**src/rtpjb_pkg.sv**
```systemverilog
// Package: shared types, codes and constants of the RTP jitter buffer.
package rtpjb_pkg;

   localparam int SLOT_COUNT_DEFAULT = 64;
   localparam logic [6:0] CNT_MAX = 7'd127;

   typedef enum logic [1:0] {
      OP_PUSH  = 2'd0,
      OP_PULL  = 2'd1,
      OP_PEEK  = 2'd2,
      OP_FLUSH = 2'd3
   } op_type;

   typedef enum logic [3:0] {
      ST_STORED      = 4'd0,
      ST_STORED_LATE = 4'd1,
      ST_REPLACED    = 4'd2,
      ST_REJECTED    = 4'd3,
      ST_PULLED      = 4'd4,
      ST_NONE_READY  = 4'd5,
      ST_PEEK_FOUND  = 4'd6,
      ST_PEEK_EMPTY  = 4'd7,
      ST_FLUSHED     = 4'd8
   } status_type;

   typedef struct packed {
      logic [1:0]  operation;
      logic [15:0] seq_number;
      logic [31:0] packet_time;
      logic [15:0] packet_handle;
      logic [31:0] max_timestamp;
      logic        lock_to_timestamp;
   } req_type;

   typedef struct packed {
      logic [3:0]  status;
      logic [15:0] out_seq;
      logic [31:0] out_timestamp;
      logic [15:0] out_handle;
      logic        next_available;
      logic        evicted_valid;
      logic [15:0] evicted_handle;
      logic [6:0]  count_pending;
      logic [6:0]  count_late;
      logic [31:0] count_discarded;
   } rsp_type;

   typedef enum logic [2:0] {
      S_IDLE,
      S_READ,
      S_PUSH,
      S_SCAN,
      S_FETCH,
      S_FINISH,
      S_OUT
   } state_type;

   // Commands from controller to datapath.
   typedef struct packed {
      logic load_req;
      logic rd_push;
      logic do_push;
      logic scan_clear;
      logic scan_step;
      logic rd_best;
      logic finish;
      logic do_flush;
   } cmd_type;

   // Status from datapath to controller.
   typedef struct packed {
      logic scan_last;
      logic is_push;
      logic is_flush;
   } stat_type;

   // a serially after b
   function automatic logic ser_after16(logic [15:0] a, logic [15:0] b);
      logic [15:0] d;
      d = a - b;
      return (d != 16'd0) && !d[15];
   endfunction

   function automatic logic ser_after32(logic [31:0] a, logic [31:0] b);
      logic [31:0] d;
      d = a - b;
      return (d != 32'd0) && !d[31];
   endfunction

   function automatic logic [6:0] inc_sat(logic [6:0] c);
      return (c < CNT_MAX) ? c + 7'd1 : c;
   endfunction

   function automatic logic [6:0] dec_sat(logic [6:0] c);
      return (c != 7'd0) ? c - 7'd1 : c;
   endfunction

endpackage

```
**src/rtpjb_ctrl.sv**
```systemverilog
// Controller: sequences push, scan, pull, peek and flush steps.
module rtpjb_ctrl (
   input  logic                 clock,
   input  logic                 reset,
   input  logic                 req_valid,
   output logic                 req_stall,
   output logic                 rsp_valid,
   input  logic                 rsp_stall,
   input  rtpjb_pkg::stat_type  stat,
   output rtpjb_pkg::cmd_type   cmd
);

   rtpjb_pkg::state_type state_ff, state_in;

   always_ff @(posedge clock) begin
      if (reset) begin
         state_ff <= rtpjb_pkg::S_IDLE;
      end else begin
         state_ff <= state_in;
      end
   end

   always_comb begin
      state_in  = state_ff;
      cmd       = '0;
      req_stall = 1'b1;
      rsp_valid = 1'b0;
      unique case (state_ff)
         rtpjb_pkg::S_IDLE: begin
            req_stall = 1'b0;
            if (req_valid) begin
               cmd.load_req   = 1'b1;
               cmd.scan_clear = 1'b1;
               state_in       = rtpjb_pkg::S_READ;
            end
         end
         rtpjb_pkg::S_READ: begin
            priority if (stat.is_flush) begin
               cmd.do_flush = 1'b1;
               state_in     = rtpjb_pkg::S_OUT;
            end else if (stat.is_push) begin
               cmd.rd_push = 1'b1;
               state_in    = rtpjb_pkg::S_PUSH;
            end else begin
               state_in = rtpjb_pkg::S_SCAN;
            end
         end
         rtpjb_pkg::S_PUSH: begin
            cmd.do_push = 1'b1;
            state_in    = rtpjb_pkg::S_OUT;
         end
         rtpjb_pkg::S_SCAN: begin
            cmd.scan_step = 1'b1;
            if (stat.scan_last) begin
               state_in = rtpjb_pkg::S_FETCH;
            end
         end
         rtpjb_pkg::S_FETCH: begin
            cmd.rd_best = 1'b1;
            state_in    = rtpjb_pkg::S_FINISH;
         end
         rtpjb_pkg::S_FINISH: begin
            cmd.finish = 1'b1;
            state_in   = rtpjb_pkg::S_OUT;
         end
         rtpjb_pkg::S_OUT: begin
            rsp_valid = 1'b1;
            if (!rsp_stall) begin
               state_in = rtpjb_pkg::S_IDLE;
            end
         end
         default: state_in = rtpjb_pkg::S_IDLE;
      endcase
   end

endmodule

```
**config.mk**
```make
export PLATFORM = sky130hd
export DESIGN_NAME = rtpjb_ctrl
export DESIGN_NICKNAME = d
export VERILOG_FILES = /design/src/rtpjb_pkg.sv /design/src/rtpjb_ctrl.sv
export SDC_FILE = /design/constraint.sdc
export NUM_CORES = 1
export LEC_CHECK = 0
export ABC_CLOCK_PERIOD_IN_PS = 1150
export BUFFER_PORTS_ARGS = -buffer_cell sky130_fd_sc_hd__clkbuf_2
export CORE_AREA = 2 2 39 41
export CTS_CLUSTER_DIAMETER = 80
export DETAILED_ROUTE_END_ITERATION = 10
export DIE_AREA = 0 0 41 43
export GPL_TIMING_DRIVEN = 0
export PLACE_DENSITY = 0.49
export SYNTH_ARGS = -nofsm -noshare
export SYNTH_HDL_FRONTEND = slang
export SYNTH_SLANG_ARGS = --single-unit
```
**constraint.sdc**
```tcl
create_clock -name clock -period 1.15 [get_ports clock]
set_input_delay 0.23 -clock clock [delete_from_list [all_inputs] [get_ports clock]]
set_output_delay 0.23 -clock clock [all_outputs]
set_load 0.03 [all_outputs]
```
==> run_results.csv, run 1 <==
group,metric,value,unit
global_route,grt_antenna_before_repair,0,
hold_path,hold_end,"state_ff[1]$_SDFFE_PP0P_",
yosys,syn_area,254,um^2
critical_path,reg2reg_to,"state_ff[0]$_SDFFE_PP0P_",
yosys,synth_top_area_share,23.6,%
timing,maxSlewHeadroom,82.8,%
power,vdd_ir_drop_max,1.13,mV
critical_path,cp_max_fo,3,
finish,syn2layout_area_growth,128,%
yosys,synth-edff-count,0,
power,power.total,1470,uW
finish,final_area,578,um^2
clock_tree,clk_path_buf_depth,2,
global_route,grt_pass1_vias,319,
global_route,track_usage,10.1,%
yosys,synth.avg_cell_area,7.26,um^2
timing,rsz0062_at_grt,"yes",
yosys,yosysWarnings,0,
timing,fmax,0.661,GHz
yosys,netlist_top_cells_area,"dfxtp_1, a32oi_1, a21oi_1",
yosys,ys_seq_area_share,23.6,%
routing,drt_iter0_markers,3,
routing,viasPerCell,4.25,
routing,wirelength,813,um
die,initial_core_util,18.4,%
placed_design,gp_congestion,0.710,
critical_path,r2r_start,"state_ff[0]$_SDFFE_PP0P_",
yosys,synthDistinctLibCells,22,
yosys,async_flop_share,0,%
clock_tree,cts_tree,"done",
timing,clock_skew,0.00193,ns
yosys,synth_cells,35,
global_route,grt_max_degree,11,
finish,largest_reg_flops,3,
finish,postLayoutCoreUtil,41.8,%
finish,regMostFlops,"state_ff",
finish,reg_top3,"state_ff x3",
yosys,synth_nets,42,
placed_design,dpl_cell_area,393,um^2
outcome,violations,"negative setup slack",
timing,drv_slew,0,
timing,tns,-3.31,ns
yosys,synthFlopType,"dfxtp_1",
finish,fillCellCount,151,
clock_tree,cts-root-buf,"clkbuf_4",
global_route,grt_pass1_wl,1.24,mm
hold_path,hold_start,"reset",
clock_tree,clock_latency,0.23,ns
critical_path,end_kind,"output pin",
timing,finalCriticalPeriod,1.51,ns
power,leakage,0.000269,uW
critical_path,worst_setup_path_start_kind,"flip-flop",
critical_path,critical_path_arrival,1.28,ns
clock_tree,clkSlewWorstSetupHoldPaths,0.04,ns
routing,drc_errors,0,
routing,ant_nets,0,
critical_path,r2r_cells,6,
placed_design,dp_hpwl,517,um
die,die_w,41,um
die,coreArea,0.00138,mm^2
routing,routedWlPerCell,10.6,um
critical_path,path_buf_inv,2,
clock_tree,holdBufCountCts,0,
placed_design,preCtsSetupSlack,-0.299,ns
clock_tree,cts_made_buffers,3,
die,placementRows,14,
finish,nNetsFinal,69,
yosys,yosys.area.top_type,"dfxtp_1",
die,ios,17,
power,cellPowerDensity,2540,mW/mm^2
critical_path,crit_path_max_incr_delay,0.40,ns
timing,worstMarginPinSlew,0.256,ns
die,design.die.area,0.00176,mm^2
yosys,synth-seq-cells,3,
placed_design,portBuffers,16,
timing,setup_viol,11,
flow_run,maxCapViolations,0,
yosys,ys_top_cells_by_count,"inv_1, nor2_1, a21oi_1, dfxtp_1",
finish,antenna_cells,0,
hold_path,hold-path-cell-count,2,
critical_path,path_class,"flip-flop to output pin",
finish,drive_gt1_share,70.5,%
critical_path,required,0.92,ns
clock_tree,cts_sinks,3,
hold_path,hp-class,"input pin to flip-flop",
global_route,grt_overflow,0,
outcome,outcome,"complete, but fails checks",
critical_path,ff2ff_setup_slack,-0.21,ns
clock_tree,cts-htree-levels,1,
critical_path,crit_family,"simple AND/OR/NAND/NOR gates",
critical_path,cp_slowest_cell,"or3_4",
routing,drt-pass1-iter-count,2,
routing,vias,327,
timing,final.period_utilization,132,%
critical_path,cp_cell_sequence,"or3_4 -> nor2_4 -> buf_6 -> buf_8",
die,die_h,43,um
timing,fin_ws,-0.363,ns
timing,hold_viol,0,
[per-stage QoR]
stage | instances | hold slack (ns)
after detailed placement | 67 | 0.444
after CTS | 76 | 0.186
final | 77 | 0.199
after floorplan | 35 | 0.299
after global placement | 67 | 0.436
after global routing | 77 | 0.208
[power breakdown]
part	switching (uW)	internal (uW)
Sequential	79.9	168
Clock	50.9	130
Combinational	499	542
Total	629	840
[kinds of logic (layout without fill, tap and decap cells)]
kind of cell	after synthesis	in the layout	synth area share, %
flip-flops	3	3	23.6
buffers and inverters	7	33	15.3
AO/OA/AOI/OAI	8	8	20.7
AND/OR/NAND/NOR	17	17	40.4
[how the worst max path moves through the flow]
stage                                        start      to  slack (ns)  depth (start not counted)
after floorplan           state_ff[0]$_SDFFE_PP0P_  cmd[7]       -0.34                          4
after CTS                 state_ff[0]$_SDFFE_PP0P_  cmd[7]       -0.39                          4
after global placement    state_ff[1]$_SDFFE_PP0P_  cmd[7]       -0.29                          5
final                     state_ff[0]$_SDFFE_PP0P_  cmd[7]       -0.36                          4
after detailed placement  state_ff[1]$_SDFFE_PP0P_  cmd[7]       -0.30                          5
after global routing      state_ff[0]$_SDFFE_PP0P_  cmd[7]       -0.40                          4
[per-layer routing]
layer | up-vias | wire length, um | global-route usage (%)
met5 | - | 0 | 0
met3 | 0 | 34 | 2.62
met2 | 10 | 435 | 16.3
met4 | 0 | 0 | 4.00
met1 | 146 | 342 | 12.2
li1 | 171 | - | -
[cells in the final DEF, fill, tap and decap left out, types with 3 or more instances in the layout]
cell type | netlist | final
buf_6 | 1 | 5
buf_4 | 1 | 7
buf_8 | 0 | 3
inv_1 | 4 | 3
dfxtp_4 | 0 | 3
clkbuf_4 | 0 | 4
clkbuf_2 | 0 | 6
clkbuf_8 | 0 | 3
[repair_timing]
action,CTS,global route
gates resized for setup,24,16
endpoints found under the setup margin,11,12
buffers inserted,7,1
pin swaps,4,3
[cell type report]
| type | count | area, um^2 | area share [%] |
|---|---|---|---|
| inverter | 4 | 15.0 | 2.60 |
| tap | 16 | 20.0 | 3.46 |
| timing repair buffer | 24 | 221 | 38.3 |
| clock buffer | 4 | 26.3 | 4.55 |
| buffer | 1 | 11.3 | 1.95 |
| multi-input combinational | 25 | 213 | 36.8 |
| sequential | 3 | 71.3 | 12.3 |
(Power assumes the default switching activity.)
==> inputs of run 2 (changes only) <==
CAP_MARGIN = 15   (was unset)
SETUP_SLACK_MARGIN = 0.05   (was unset)
==> run 2 against run 1 <==
Total power up 7.1%. Via count is 10% higher. Setup slack got worse by 0.053 ns. Sequential power shrank 13%. Cell area is 7.1% higher. Flip-flop and latch count stayed put. Combinational power rose by 13%. Utilization grew 3.0 points. Clock-buffer cell count unchanged. Clock power barely moved. The run still ends with negative setup slack left. Sequential share of layout area is 1.6 points lower. Register-to-register slack lost 0.07 ns.
==> run_results.csv, run 2 (synthesized netlist as in run 1, its figures left out) <==
group,metric,value,unit
clock_tree,cts_sinks,3,
placed_design,gp_congestion,0.685,
clock_tree,cts_tree,"done",
timing,finalCriticalPeriod,1.57,ns
clock_tree,clkSlewWorstSetupHoldPaths,0.03,ns
global_route,grt_overflow,0,
critical_path,path_class,"flip-flop to output pin",
finish,fillCellCount,141,
routing,drt-pass1-iter-count,2,
global_route,grt_pass1_wl,1.32,mm
timing,tns,-2.99,ns
placed_design,portBuffers,16,
flow_run,maxCapViolations,0,
timing,rsz0062_at_grt,"yes",
finish,largest_reg_flops,3,
hold_path,hp-class,"input pin to flip-flop",
clock_tree,holdBufCountCts,0,
die,coreArea,0.00138,mm^2
global_route,grt_antenna_before_repair,0,
critical_path,end_kind,"output pin",
timing,drv_slew,0,
routing,vias,360,
timing,clock_skew,0.000485,ns
finish,antenna_cells,0,
power,vdd_ir_drop_max,0.825,mV
die,design.die.area,0.00176,mm^2
outcome,violations,"negative setup slack",
timing,setup_viol,11,
timing,maxSlewHeadroom,83.1,%
die,ios,17,
finish,layout_common_cells,"buf_4, clkbuf_2, buf_6, clkbuf_4",
critical_path,critical_path_arrival,1.34,ns
critical_path,required,0.92,ns
critical_path,crit_path_max_incr_delay,0.34,ns
finish,syn2layout_area_growth,144,%
clock_tree,clk_path_buf_depth,2,
routing,drc_errors,0,
routing,routedWlPerCell,11.6,um
die,die_h,43,um
finish,nNetsFinal,75,
die,placementRows,14,
timing,final.period_utilization,136,%
global_route,grt_max_degree,11,
power,cellPowerDensity,2540,mW/mm^2
finish,reg_top3,"state_ff x3",
critical_path,cp_common_cell,"buf_6",
power,power.total,1570,uW
timing,hold_viol,0,
outcome,outcome,"complete, but fails checks",
clock_tree,clock_latency,0.23,ns
routing,drt_iter0_markers,3,
placed_design,dp_hpwl,532,um
die,initial_core_util,18.4,%
routing,ant_nets,0,
critical_path,worst_setup_path_start_kind,"flip-flop",
critical_path,cp_slowest_cell,"or3_4",
global_route,grt_pass1_vias,326,
global_route,track_usage,10.9,%
finish,regMostFlops,"state_ff",
clock_tree,cts-htree-levels,1,
timing,fmax,0.638,GHz
clock_tree,cts_made_buffers,3,
routing,viasPerCell,4.34,
timing,fin_ws,-0.416,ns
finish,layout_commonest_cell,"buf_4",
routing,wirelength,965,um
finish,drive_gt1_share,73.1,%
timing,worstMarginPinSlew,0.251,ns
critical_path,cp_cell_sequence,"buf_6 -> or3_4 -> nor2_4 -> buf_6 -> buf_8",
critical_path,cp_max_fo,3,
die,die_w,41,um
clock_tree,cts-root-buf,"clkbuf_4",
power,leakage,0.000300,uW
==> run 2: cell types whose count changed in the layout (fill, tap and decap cells not counted), sizes merged <==
cell,change
buf,+6
==> run 2: worst max-delay path, delay by kind of cell, from the launching register on <==
family                 cells  cell delay [ns]
buffers and inverters      3             0.32
DFF                        1             0.32
and+or+nand+nor            2             0.47
==> run 2: path summary, 6_finish.rpt <==
path / start / end / depth (start not counted) / slack (ns)
worst max register to register: state_ff[0]$_SDFFE_PP0P_ / state_ff[0]$_SDFFE_PP0P_ / 6 / -0.28
worst min-delay path: reset / state_ff[2]$_SDFFE_PP0P_ / 2 / 0.18
worst min register to register: state_ff[2]$_SDFFE_PP0P_ / state_ff[2]$_SDFFE_PP0P_ / 2 / 0.53
worst max-delay path: state_ff[0]$_SDFFE_PP0P_ / cmd[7] / 5 / -0.42
==> run 2: layout make-up <==
class                      count  area (um^2)  share of cell area (%)
inverter                       4         15.0                    2.42
multi-input combinational     25          223                    36.0
tap                           16         20.0                    3.23
buffer                         2         22.5                    3.64
clock buffer                   4         26.3                    4.24
timing repair buffer          29          246                    39.8
sequential                     3         66.3                    10.7
==> run 2: what timing repair did <==
action                     CTS  global route
pin swaps                    7             6
setup endpoints to repair   11            13
cloned                       0             1
gates resized for setup     21            17
setup buffers                6             6
==> run 2: metal layers <==
| metal | share of wire, % | track usage, % |
|---|---|---|
| met4 | 0 | 8.00 |
| met1 | 40 | 12.9 |
| met2 | 56 | 17.5 |
| met3 | 4.2 | 0.524 |
| met5 | 0 | 0 |
==> run 2: metrics by stage <==
| step | setup slack (ns) | cells | instance area, um^2 | utilization [%] | hold slack [ns] |
|---|---|---|---|---|---|
| after detailed placement | -0.297 | 67 | 394 | 28.5 | 0.437 |
| after global placement | -0.288 | 67 | 394 | 28.5 | 0.436 |
| after CTS | -0.443 | 77 | 537 | 38.8 | 0.182 |
| after floorplan | -0.343 | 35 | 294 | - | 0.299 |
| final | -0.416 | 83 | 619 | 44.8 | 0.182 |
| after global routing | -0.453 | 83 | 619 | 44.8 | 0.197 |
==> run 2: power breakdown <==
group          switching [uW]  internal [uW]
clock network            50.0            130
registers                58.0            159
logic                     567            611
total                     675            899
==> inputs of run 3 (changes only) <==
ABC_CLOCK_PERIOD_IN_PS = 1650   (was 1150)
PLACE_DENSITY = 0.48   (was 0.49)
clock period = 1.65 ns   (was 1.15 ns; I/O delays follow)
==> run 3 against run 2 <==
The flow now finishes without violations. Utilization shrank 11 points. Clock-buffer cell count is the same. Via count shrank 15%. Die area is the same. Cell count shrank 13%. Sequential share of layout area grew 2.9 points. Global-route usage shrank 3.3 points. Flip-flop and latch count is the same. First-iteration DRC count grew 33%. Total power shrank 45%. Critical path depth is the same. Clock power shrank 30%. Largest cell class is now multi-input combinational cells.
==> run_results.csv, run 3 (synthesized netlist as in run 1, its figures left out) <==
group,metric,value,unit
timing,rsz0062_at_grt,"yes",
finish,antenna_cells,0,
timing,hold_viol,0,
clock_tree,cts_tree,"done",
routing,viasPerCell,4.26,
global_route,gr-usage-met2,11.6,%
critical_path,worst_setup_path_start_kind,"flip-flop",
clock_tree,cts-root-buf,"clkbuf_4",
timing,fmax,0.608,GHz
routing,ant_nets,0,
power,leakage,0.000228,uW
timing,finalHoldWorstSlack,0.292,ns
clock_tree,clkSlewWorstSetupHoldPaths,0.04,ns
placed_design,dpl_cell_area,363,um^2
placed_design,dp_hpwl,501,um
routing,drt-pass1-iter-count,2,
routing,drt_iter0_markers,4,
finish,layout_common_cells,"clkbuf_2, buf_4, buf_6",
placed_design,gp_congestion,0.672,
die,die_h,43,um
timing,drv_slew,0,
timing,setup_viol,0,
finish,drive_gt1_share,60.7,%
power,cellPowerDensity,1840,mW/mm^2
power,vdd_ir_drop_max,0.650,mV
die,ios,17,
hold_path,hp-class,"input pin to flip-flop",
global_route,grt_max_degree,11,
routing,vias,307,
timing,final.period_utilization,99.7,%
global_route,use_met1,8.65,%
global_route,grtUsageMet3,4.71,%
critical_path,critical_path_arrival,1.32,ns
hold_path,hold-path-cell-count,2,
finish,nNetsFinal,64,
die,die_w,41,um
global_route,top_usage_layer,"met2",
finish,largest_reg_flops,3,
critical_path,ff2ff_setup_slack,0.52,ns
global_route,grt_pass1_wl,890,um
finish,fillCellCount,152,
clock_tree,clk_path_buf_depth,2,
finish,regMostFlops,"state_ff",
critical_path,end_kind,"output pin",
critical_path,required,1.32,ns
timing,worstMarginPinSlew,0.226,ns
die,placementRows,14,
timing,finalCriticalPeriod,1.65,ns
routing,routedWlPerCell,9.67,um
die,initial_core_util,18.4,%
finish,final_area,469,um^2
critical_path,r2r_cells,4,
placed_design,post-place-cells,67,
global_route,grt_antenna_before_repair,0,
placed_design,portBuffers,16,
clock_tree,cts-htree-levels,1,
critical_path,cp_max_fo,5,
finish,syn2layout_area_growth,84.7,%
routing,drc_errors,0,
clock_tree,cts_made_buffers,3,
finish,layout_commonest_cell,"clkbuf_2",
die,coreArea,0.00138,mm^2
outcome,outcome,"complete, no violations",
timing,maxSlewHeadroom,84.8,%
global_route,track_usage,7.62,%
clock_tree,cts_sinks,3,
flow_run,maxCapViolations,0,
die,design.die.area,0.00176,mm^2
timing,clock_skew,0.00269,ns
global_route,grt_pass1_vias,237,
finish,final_cells,72,
finish,reg_top3,"state_ff x3",
clock_tree,clock_latency,0.23,ns
critical_path,path_class,"flip-flop to output pin",
routing,wirelength,696,um
global_route,grt_overflow,0,
[run 3: changes by cell type in the layout (fill, tap and decap cells not counted), sizes merged]
cell    change
buf        -10
clkbuf      -1
[run 3: power breakdown]
part	switching (uW)	internal (uW)	leakage, uW
sequential	33.3	107	0.0000258
clock	35.7	90.5	0.0000150
combinational	328	271	0.000187
[run 3: layer usage]
metal	vias to the layer above	wire length, um
li1	164	-
met1	134	316
met2	9	331
met3	0	48
met4	0	0
met5	-	0
[run 3: final timing paths]
path                                 start                       end
setup / recovery  state_ff[0]$_SDFFE_PP0P_                    cmd[7]
hold / removal                       reset  state_ff[1]$_SDFFE_PP0P_
setup reg to reg  state_ff[0]$_SDFFE_PP0P_  state_ff[0]$_SDFFE_PP0P_
hold reg to reg   state_ff[2]$_SDFFE_PP0P_  state_ff[2]$_SDFFE_PP0P_
[run 3: per-stage QoR]
step | total power, uW | utilization, % | setup TNS (ns) | setup WS [ns]
final | 865 | 33.9 | 0 | 0.00428
after global routing | 931 | 33.9 | -0.0568 | -0.0568
after CTS | 809 | 31.3 | -0.0490 | -0.0490
after detailed placement | 593 | 26.2 | 0 | 0.124
after global placement | 591 | 26.2 | 0 | 0.133
after floorplan | 483 | - | -0.182 | -0.182
[run 3: final cells by class]
type	instances	area (um^2)	share of cell area, %
flip-flops and latches	3	63.8	13.6
plain buffers	2	22.5	4.80
multi-input cells	25	196	41.9
well taps	16	20.0	4.27
clock buffers	4	26.3	5.60
repair buffers	18	125	26.7
inverters	4	15.0	3.20
[run 3: critical path: stages, from the launching register on]
cell	delay (ns)
dfxtp_2	0.31
buf_6	0.12
or3_4	0.34
nor2_4	0.11
buf_6	0.10
buf_8	0.11
[run 3: what timing repair did]
action / 4_1_cts / 5_1_grt
setup endpoints to repair: 3 / 5
pin swaps: 3 / 1
gates resized for setup: 11 / 20
setup buffers: 1 / 1
hold buffers: 0 / 0
hold endpoints to repair: 0 / 0
